--- src/rtl/sfc_pkg.sv ---
package sfc_pkg;

	// Configuration register indexes
	localparam int CFG_ADDR_W = 2;
	localparam int CFG_DATA_W = 16;
	localparam logic [CFG_ADDR_W-1:0] REG_HEAD_DIR = 2'd0;
	localparam logic [CFG_ADDR_W-1:0] REG_FAR_BORDER = 2'd1;
	localparam logic [CFG_ADDR_W-1:0] REG_CLOSE_BORDER = 2'd2;

	localparam logic [15:0] FAR_BORDER_RST = 16'd4000;
	localparam logic [15:0] CLOSE_BORDER_RST = 16'd1000;

	// Height thresholds per head direction: centre, little down, down, other.
	localparam int THR_W = 13;
	localparam logic [THR_W-1:0] STAND_THR [4] = '{13'd200, 13'd150, 13'd100, 13'd0};
	localparam logic [THR_W-1:0] FALL_THR [4] = '{13'd330, 13'd260, 13'd130, 13'd6660};

	localparam logic [31:0] TIME_WINDOW = 32'd30;
	localparam int SPEED_W = 16;
	localparam int OUT_DATA_W = 24;

	typedef struct packed {
		logic load;
		logic diff;
		logic sq_a;
		logic sq_b;
		logic root_step;
		logic acc;
		logic emit;
	} dp_cmd_t;

	typedef struct packed {
		logic last;
		logic out_free;
	} dp_stat_t;

endpackage

--- src/rtl/skeleton_fall_classifier_top.sv ---
// Each joint goes through load, difference, two squaring steps, a bit-serial square root
// yielding COORD_BITS + 1 result bits, and accumulate. After the last joint of a frame the
// block waits until the output register is free; the frame result then appears on m_axis and
// stays in the output register until taken. Reset is asynchronous and active low; it clears
// the frame flags (not recent_q, gap_ok_q) and speed sum and loads register defaults.
module skeleton_fall_classifier_top import sfc_pkg::*; #(
	parameter int COORD_BITS = 10
) (
	input  logic clk,
	input  logic arst_n,
	input  logic cfg_we,
	input  logic [CFG_ADDR_W-1:0] cfg_addr,
	input  logic [CFG_DATA_W-1:0] cfg_wdata,
	input  logic s_axis_tvalid,
	output logic s_axis_tready,
	// From bit 0: prev_x, prev_y, now_x, now_y, depth_mm, frame_time, prior_frame_time,
	// query_time; then zero fill to whole bytes.
	input  logic [((4*COORD_BITS+112+7)/8)*8-1:0] s_axis_tdata,
	input  logic s_axis_tlast,
	output logic m_axis_tvalid,
	input  logic m_axis_tready,
	// From bit 0: standing, fallen, recent, speed_sum, speed_valid; then zero fill.
	output logic [OUT_DATA_W-1:0] m_axis_tdata
);

	dp_cmd_t  cmd;
	dp_stat_t stat;

	sfc_ctrl #(
		.COORD_BITS(COORD_BITS)
	) u_ctrl (
		.clk      (clk),
		.arst_n   (arst_n),
		.in_valid (s_axis_tvalid),
		.in_ready (s_axis_tready),
		.stat     (stat),
		.cmd      (cmd)
	);

	sfc_dpath #(
		.COORD_BITS(COORD_BITS)
	) u_dpath (
		.clk       (clk),
		.arst_n    (arst_n),
		.cfg_we    (cfg_we),
		.cfg_addr  (cfg_addr),
		.cfg_wdata (cfg_wdata),
		.in_data   (s_axis_tdata[4*COORD_BITS+111:0]),
		.in_last   (s_axis_tlast),
		.out_ready (m_axis_tready),
		.out_valid (m_axis_tvalid),
		.out_data  (m_axis_tdata),
		.cmd       (cmd),
		.stat      (stat)
	);

endmodule

--- src/rtl/sfc_ctrl.sv ---
module sfc_ctrl import sfc_pkg::*; #(
	parameter int COORD_BITS = 10
) (
	input  logic     clk,
	input  logic     arst_n,
	input  logic     in_valid,
	output logic     in_ready,
	input  dp_stat_t stat,
	output dp_cmd_t  cmd
);

	localparam int ITER = COORD_BITS + 1;
	localparam int CNT_W = $clog2(ITER + 1);
	localparam logic [CNT_W-1:0] LAST_ITER = CNT_W'(ITER - 1);

	localparam logic [2:0] ST_IDLE = 3'd0;
	localparam logic [2:0] ST_DIFF = 3'd1;
	localparam logic [2:0] ST_SQA  = 3'd2;
	localparam logic [2:0] ST_SQB  = 3'd3;
	localparam logic [2:0] ST_ROOT = 3'd4;
	localparam logic [2:0] ST_ACC  = 3'd5;
	localparam logic [2:0] ST_OUT  = 3'd6;

	logic [2:0]       state_q;
	logic [2:0]       state_d;
	logic [CNT_W-1:0] cnt_q;

	assign in_ready = (state_q == ST_IDLE);

	always_comb begin
		cmd = '0;
		state_d = state_q;
		case (state_q)
			ST_IDLE: begin
				if (in_valid) begin
					cmd.load = 1'b1;
					state_d = ST_DIFF;
				end
			end
			ST_DIFF: begin
				cmd.diff = 1'b1;
				state_d = ST_SQA;
			end
			ST_SQA: begin
				cmd.sq_a = 1'b1;
				state_d = ST_SQB;
			end
			ST_SQB: begin
				cmd.sq_b = 1'b1;
				state_d = ST_ROOT;
			end
			ST_ROOT: begin
				cmd.root_step = 1'b1;
				if (cnt_q == LAST_ITER)
					state_d = ST_ACC;
			end
			ST_ACC: begin
				cmd.acc = 1'b1;
				state_d = stat.last ? ST_OUT : ST_IDLE;
			end
			ST_OUT: begin
				// Wait until the output register is free before the frame result goes out.
				if (stat.out_free) begin
					cmd.emit = 1'b1;
					state_d = ST_IDLE;
				end
			end
			default: state_d = ST_IDLE;
		endcase
	end

	always_ff @(posedge clk or negedge arst_n) begin
		if (!arst_n) begin
			state_q <= ST_IDLE;
			cnt_q <= '0;
		end else begin
			state_q <= state_d;
			if (state_q == ST_ROOT)
				cnt_q <= cnt_q + 1'b1;
			else
				cnt_q <= '0;
		end
	end

endmodule

--- src/rtl/sfc_dpath.sv ---
module sfc_dpath import sfc_pkg::*; #(
	parameter int COORD_BITS = 10
) (
	input  logic                          clk,
	input  logic                          arst_n,
	input  logic                          cfg_we,
	input  logic [CFG_ADDR_W-1:0]         cfg_addr,
	input  logic [CFG_DATA_W-1:0]         cfg_wdata,
	input  logic [4*COORD_BITS+111:0]     in_data,
	input  logic                          in_last,
	input  logic                          out_ready,
	output logic                          out_valid,
	output logic [OUT_DATA_W-1:0]         out_data,
	input  dp_cmd_t                       cmd,
	output dp_stat_t                      stat
);

	localparam int C = COORD_BITS;
	localparam int CMP_W = (C > THR_W) ? C : THR_W;
	localparam int RAD_W = 2 * C + 2;
	localparam int ROOT_W = C + 1;
	localparam int REM_W = C + 3;
	localparam int REMS_W = C + 5;
	localparam int SUM_W = ((ROOT_W > SPEED_W) ? ROOT_W : SPEED_W) + 1;

	// Configuration
	logic [1:0]  head_q;
	logic [15:0] far_q;
	logic [15:0] close_q;

	// Captured joint
	logic [C-1:0] px_q, py_q, nx_q, ny_q;
	logic [15:0]  depth_q;
	logic [31:0]  ftime_q, ptime_q, qtime_q;
	logic         last_q;

	// Per-joint arithmetic
	logic [C-1:0]      dx_q, dy_q;
	logic              coords_ok_q;
	logic [2*C-1:0]    sq_q;
	logic [RAD_W-1:0]  rad_q;
	logic [REM_W-1:0]  rem_q;
	logic [ROOT_W-1:0] root_q;

	// Frame state
	logic              any_high_q, any_low_q, any_far_q, any_close_q, any_stand_q;
	logic [SPEED_W-1:0] speed_q;
	logic              recent_q, gap_ok_q;

	logic                 out_valid_q;
	logic [OUT_DATA_W-1:0] out_data_q;

	logic [CMP_W-1:0]  py_ext;
	logic [CMP_W-1:0]  sthr, fthr;
	logic [31:0]       tdiff, tgap;
	logic [2*C-1:0]    dx_sq, dy_sq;
	logic [REMS_W-1:0] rem_sh, trial;
	logic [SUM_W-1:0]  sum;
	logic              stand, fall;
	logic [SPEED_W-1:0] speed_out;

	assign py_ext = CMP_W'(py_q);
	assign sthr = CMP_W'(STAND_THR[head_q]);
	assign fthr = CMP_W'(FALL_THR[head_q]);
	assign tdiff = (ftime_q > qtime_q) ? (ftime_q - qtime_q) : (qtime_q - ftime_q);
	assign tgap = ftime_q - ptime_q;

	assign dx_sq = {{C{1'b0}}, dx_q} * {{C{1'b0}}, dx_q};
	assign dy_sq = {{C{1'b0}}, dy_q} * {{C{1'b0}}, dy_q};

	assign rem_sh = REMS_W'({rem_q[REM_W-3:0], rad_q[RAD_W-1 -: 2]});
	assign trial = REMS_W'({root_q, 2'b01});

	assign sum = SUM_W'(speed_q) + SUM_W'(root_q);

	assign stand = recent_q && any_stand_q;
	assign fall = recent_q && !any_high_q && any_low_q && !any_far_q && !any_close_q;
	assign speed_out = gap_ok_q ? speed_q : '0;

	assign stat.last = last_q;
	assign stat.out_free = !out_valid_q || out_ready;
	assign out_valid = out_valid_q;
	assign out_data = out_data_q;

	always_ff @(posedge clk or negedge arst_n) begin
		if (!arst_n) begin
			head_q <= '0;
			far_q <= FAR_BORDER_RST;
			close_q <= CLOSE_BORDER_RST;
		end else if (cfg_we) begin
			case (cfg_addr)
				REG_HEAD_DIR:     head_q <= cfg_wdata[1:0];
				REG_FAR_BORDER:   far_q <= cfg_wdata[15:0];
				REG_CLOSE_BORDER: close_q <= cfg_wdata[15:0];
				default: ;
			endcase
		end
	end

	always_ff @(posedge clk) begin
		if (cmd.load) begin
			px_q <= in_data[C-1:0];
			py_q <= in_data[2*C-1:C];
			nx_q <= in_data[3*C-1:2*C];
			ny_q <= in_data[4*C-1:3*C];
			depth_q <= in_data[4*C+15:4*C];
			ftime_q <= in_data[4*C+47:4*C+16];
			ptime_q <= in_data[4*C+79:4*C+48];
			qtime_q <= in_data[4*C+111:4*C+80];
			last_q <= in_last;
		end
		if (cmd.diff) begin
			dx_q <= (px_q > nx_q) ? (px_q - nx_q) : (nx_q - px_q);
			dy_q <= (py_q > ny_q) ? (py_q - ny_q) : (ny_q - py_q);
			coords_ok_q <= (px_q != '0) && (py_q != '0) && (nx_q != '0) && (ny_q != '0);
			recent_q <= (tdiff <= TIME_WINDOW);
			gap_ok_q <= (tgap <= TIME_WINDOW);
		end
		if (cmd.sq_a)
			sq_q <= dx_sq;
		if (cmd.sq_b) begin
			rad_q <= RAD_W'(sq_q) + RAD_W'(dy_sq);
			rem_q <= '0;
			root_q <= '0;
		end else if (cmd.root_step) begin
			// One result bit per cycle, taking the radicand two bits at a time.
			rad_q <= {rad_q[RAD_W-3:0], 2'b00};
			if (rem_sh >= trial) begin
				rem_q <= REM_W'(rem_sh - trial);
				root_q <= {root_q[ROOT_W-2:0], 1'b1};
			end else begin
				rem_q <= REM_W'(rem_sh);
				root_q <= {root_q[ROOT_W-2:0], 1'b0};
			end
		end
		if (cmd.emit)
			out_data_q <= OUT_DATA_W'({gap_ok_q, speed_out, recent_q, fall, stand});
	end

	always_ff @(posedge clk or negedge arst_n) begin
		if (!arst_n) begin
			any_high_q <= 1'b0;
			any_low_q <= 1'b0;
			any_far_q <= 1'b0;
			any_close_q <= 1'b0;
			any_stand_q <= 1'b0;
			speed_q <= '0;
			out_valid_q <= 1'b0;
		end else begin
			if (cmd.emit) begin
				any_high_q <= 1'b0;
				any_low_q <= 1'b0;
				any_far_q <= 1'b0;
				any_close_q <= 1'b0;
				any_stand_q <= 1'b0;
				speed_q <= '0;
			end else begin
				if (cmd.diff) begin
					if (py_q != '0 && py_ext < sthr)
						any_stand_q <= 1'b1;
					if (depth_q > far_q)
						any_far_q <= 1'b1;
					if (depth_q < close_q)
						any_close_q <= 1'b1;
					if (py_q != '0) begin
						if (py_ext >= fthr)
							any_low_q <= 1'b1;
						else
							any_high_q <= 1'b1;
					end
				end
				if (cmd.acc && coords_ok_q)
					speed_q <= (sum > SUM_W'({SPEED_W{1'b1}})) ? {SPEED_W{1'b1}}
						: sum[SPEED_W-1:0];
			end
			if (cmd.emit)
				out_valid_q <= 1'b1;
			else if (out_ready)
				out_valid_q <= 1'b0;
		end
	end

endmodule
--- config.mk ---
export PLATFORM = sky130hd
export DESIGN_NAME = skeleton_fall_classifier_top
export DESIGN_NICKNAME = d
export VERILOG_FILES = /design/src/rtl/sfc_pkg.sv /design/src/rtl/skeleton_fall_classifier_top.sv /design/src/rtl/sfc_ctrl.sv /design/src/rtl/sfc_dpath.sv
export SDC_FILE = /design/constraint.sdc
export NUM_CORES = 1
export LEC_CHECK = 0
export BUFFER_PORTS_ARGS = -buffer_cell sky130_fd_sc_hd__clkbuf_2
export CORE_ASPECT_RATIO = 1.5
export CORE_MARGIN = 2
export CORE_UTILIZATION = 48
export DETAILED_ROUTE_END_ITERATION = 10
export GPL_ROUTABILITY_DRIVEN = 1
export PLACE_DENSITY = 0.66
export SYNTH_ARGS = -nofsm -noshare
export SYNTH_HDL_FRONTEND = slang
export SYNTH_HIERARCHICAL = 1
export SYNTH_SLANG_ARGS = --single-unit
export TNS_END_PERCENT = 5
--- constraint.sdc ---
create_clock -name clk -period 11.7 [get_ports clk]
set_input_delay 0.585 -clock clk [delete_from_list [all_inputs] [get_ports clk]]
set_output_delay 0.585 -clock clk [all_outputs]
set_load 0.03 [all_outputs]
==> impl_metrics.tcl <==
set metrics [dict create \
    final_core_util_pct 53.9 \
    cts.reportedPaths.clkPinSlew_ns 0.06 \
    timing.critical_path.fanout_max 11 \
    upper_clock_frequency_limit_ghz 0.171 \
    chipHeight_um 293 \
    criticalPathCategory "flop to flop" \
    outcome "complete, no violations" \
    postSynthRegisterBits 322 \
    timing.critical_path.required_ns 11.99 \
    starting_utilization_of_the_core_area_pct 48.6 \
    tritoncts.num_buffers 37 \
    dp_hpwl_mm 54.5 \
    async_reset_ff_share_pct 19.6 \
    route.detailed.wl_per_inst_um 18.7 \
    place_congestion 0.927 \
    detailed_route_wirelength_on_metal3_mm 2.04 \
    mappedNetlistArea_um2 26700 \
    worstMarginPinSlew_ns 1.16 \
    fp.coreArea_um2 54900 \
    post_synthesis_mean_instance_area_um2 9.87 \
    global_router_s_overall_resource_usage_pct 23.7 \
    final_net_count 3469 \
    rsz_0062_raised_after_global_routing "false" \
    grt_max_degree 83 \
    synth.distinct_cells 98 \
    detailedRoute.firstPassIterationCount 5 \
    route.vias.total 20100 \
    maxCapViolCount 0 \
    whs_path_depth 1 \
    worst_clk_skew_ns 0.0237 \
    final_antenna_net_count 0 \
    drt_iter0_markers 803 \
    synth_seq_area_share_pct 34.3 \
    wirelength_met1_mm 24.0 \
    io_pins 202 \
    drc 0 \
    cts_tree "built" \
    synth-warning-count 6 \
    clock_tree.htree_level_count 2 \
    cts_hold_buffers_added 0 \
    ff2ff_path_depth 19 \
    floorplan.rows 105 \
    top_layer_used "met4" \
    period_needed_ns 5.83 \
    layout.filler_cells 4986 \
    synth_flop_cell "edfxtp_1" \
    wl_final_mm 67.2 \
    sink_count_of_the_clock_tree 322 \
    fin_tns_setup_ns 0 \
    worst_ep_arrival_time_ns 6.12 \
    timing.final.ws_setup_ns 5.87 \
    preCtsSetupSlack_ns 5.86 \
    post_route_cells_drive_above_1_share_pct 13.3 \
    source_to_sink_clock_delay_at_the_later_pin_of_the_worst_skew_pair_ns 0.57 \
    setup_viol 0 \
    floorplan.die_area_um2 57600 \
    max-clock-path-buffers 3 \
    category_of_the_worst_setup_path_capture_point "flop" \
    synth_cells 2707 \
    timing.final.crit_share_pct 49.9 \
    first_pass_grt_wire_length_mm 108 \
    cts.repair_timing.setup_buffer_count 0 \
    grt_pass1_vias 21300 \
    timing.max_slew.rel_slack_pct 22.9 \
    synth-edff-count 237 \
    wl_met2_mm 36.4 \
    grt_antenna_before_repair 3 \
    die_width_um 197 \
    post_cts_resize_count 0 \
    drt-vias-per-instance 5.60 \
    slew_viol_final 0 \
    area_growth_syn_to_layout_pct 10.7 \
    grt_overflow_total 0 \
    timing.critical_path.from_type "flop" \
    numPortBuffers 197 \
    clock_tree.root_cell "clkbuf_16" \
    hold_class "primary input to flop" \
    hold_violations 0 \
]
[routing by layer]
layer | vias to the layer above | track usage, %
li1 | 9748 | -
met1 | 9704 | 24.0
met2 | 484 | 45.8
met3 | 192 | 2.54
met4 | 0 | 15.3
met5 | - | 0
[kinds of logic after synthesis]
group / Yosys count / share of synthesized area (%)
AND/OR/NAND/NOR: 654 / 12.6
AO/OA/AOI/OAI: 587 / 15.0
buffers and inverters: 522 / 7.73
adder cells (fa/ha/maj): 422 / 23.2
flip-flops: 322 / 34.3
XOR/XNOR: 108 / 3.54
multiplexers: 90 / 3.61
other: 2 / 0.0281
[through the flow]
stage | cells | area, µm² | hold WS (ns)
after floorplan | 2711 | 26700 | 0.289
after global placement | 3527 | 28200 | 0.461
after detailed placement | 3527 | 28200 | 0.482
after CTS | 3593 | 29600 | 0.151
after global routing | 3596 | 29600 | 0.164
final | 3596 | 29600 | 0.186
[critical path, cell delays in order (launching register included)]
cell and delay (ns):
edfxtp_1 0.52, and2_1 0.23, inv_1 0.08, fa_1 0.51
fa_1 0.55, inv_1 0.05, fa_1 0.50, fa_1 0.54
inv_1 0.05, fa_1 0.53, inv_1 0.04, ha_1 0.35
nand3_1 0.10, a211oi_1 0.31, o31a_1 0.26, a41oi_1 0.20
a2111oi_0 0.44, nor2_1 0.09, xnor2_1 0.15, a21oi_1 0.08
[area by class of cell]
cell class | instances | area (µm²) | share of cell area, %
Antenna cell | 3 | 7.51 | 0.0254
Clock buffer | 44 | 992 | 3.36
Clock inverter | 22 | 330 | 1.12
Inverter | 439 | 1650 | 5.57
Multi-Input combinational cell | 1867 | 15500 | 52.5
Sequential cell | 322 | 9150 | 30.9
Tap cell | 695 | 870 | 2.94
Timing Repair Buffer | 204 | 1040 | 3.51
[path summary, 6_finish.rpt]
check | start | endpoint | slack (ns)
setup / recovery | u_dpath/dy_q[0]$_DFFE_PP_ | u_dpath/rad_q[20]$_DFFE_PP_ | 5.87
hold / removal | s_axis_tdata[47] | u_dpath/depth_q[7]$_DFFE_PP_ | 0.19
setup reg to reg | u_dpath/dy_q[0]$_DFFE_PP_ | u_dpath/rad_q[20]$_DFFE_PP_ | 5.87
hold reg to reg | u_dpath/recent_q$_DFFE_PP_ | u_dpath/out_data[2]$_DFFE_PP_ | 0.50
max in group asynchronous | arst_n | u_dpath/far_q[14]$_DFFE_PN0P_ | 10.95
min in group asynchronous | arst_n | u_dpath/speed_q[9]$_DFFE_PN0P_ | 0.21
[state kept, by name (all words and copies together) (netlist names), 11 cells and up]
name,cells
u_dpath/rem_q,11
u_dpath/speed_q,16
u_dpath/qtime_q,32
u_dpath/depth_q,16
u_dpath/ftime_q,32
u_dpath/root_q,11
u_dpath/ptime_q,32
u_dpath/far_q,16
u_dpath/out_data,20
u_dpath/sq_q,19
u_dpath/close_q,16
u_dpath/rad_q,22
[cells in the mapped netlist (all sizes together) (10+ instances only)]
| cell type | count | share of area [%] |
|---|---|---|
| inv | 439 | 6.2 |
| ha | 300 | 14 |
| edfxtp | 237 | 27 |
| nor2 | 151 | 2.1 |
| a21oi | 149 | 2.9 |
| nand2 | 137 | 1.9 |
| fa | 122 | 9.1 |
| o21ai | 105 | 2.0 |
| and2 | 85 | 2.0 |
| xnor2 | 78 | 2.6 |
| a21o | 74 | 2.1 |
| clkbuf | 51 | 0.72 |
| dfrtp | 51 | 4.8 |
| mux2 | 51 | 2.2 |
| nand3 | 46 | 0.86 |
| nor3 | 46 | 0.90 |
| nor2b | 40 | 0.94 |
| mux2i | 39 | 1.5 |
| a211oi | 34 | 0.99 |
| buf | 32 | 0.84 |
| xor2 | 30 | 0.98 |
| nand4 | 28 | 0.68 |
| nand2b | 27 | 0.66 |
| o21a | 26 | 0.73 |
| o21bai | 23 | 0.65 |
| dfxtp | 22 | 1.6 |
| o211ai | 21 | 0.61 |
| a31oi | 19 | 0.45 |
| and3 | 17 | 0.40 |
| nor4 | 15 | 0.37 |
| a311oi | 14 | 0.46 |
| a31o | 13 | 0.43 |
| dfstp | 12 | 1.2 |
| nand3b | 12 | 0.34 |
| o31ai | 11 | 0.33 |
| or3 | 11 | 0.26 |
| a211o | 10 | 0.33 |
| or2 | 10 | 0.24 |
[layout by cell type, fill, tap and decap left out, types with 39 or more instances in the layout]
cell      instances
nor2b_1          40
mux2i_1          39
a21o_1           72
a21oi_1         140
edfxtp_1        237
nand2_1         137
fa_1            122
nand3_1          46
inv_1           439
ha_1            300
and2_1           84
dfrtp_1          51
mux2_2           51
nor3_1           44
nor2_1          147
clkbuf_2        197
o21ai_0          97
xnor2_1          78
Power is left out: the tool's default activity adds up to more than one toggle a clock period on the data nets, which glitch-free logic cannot reach.
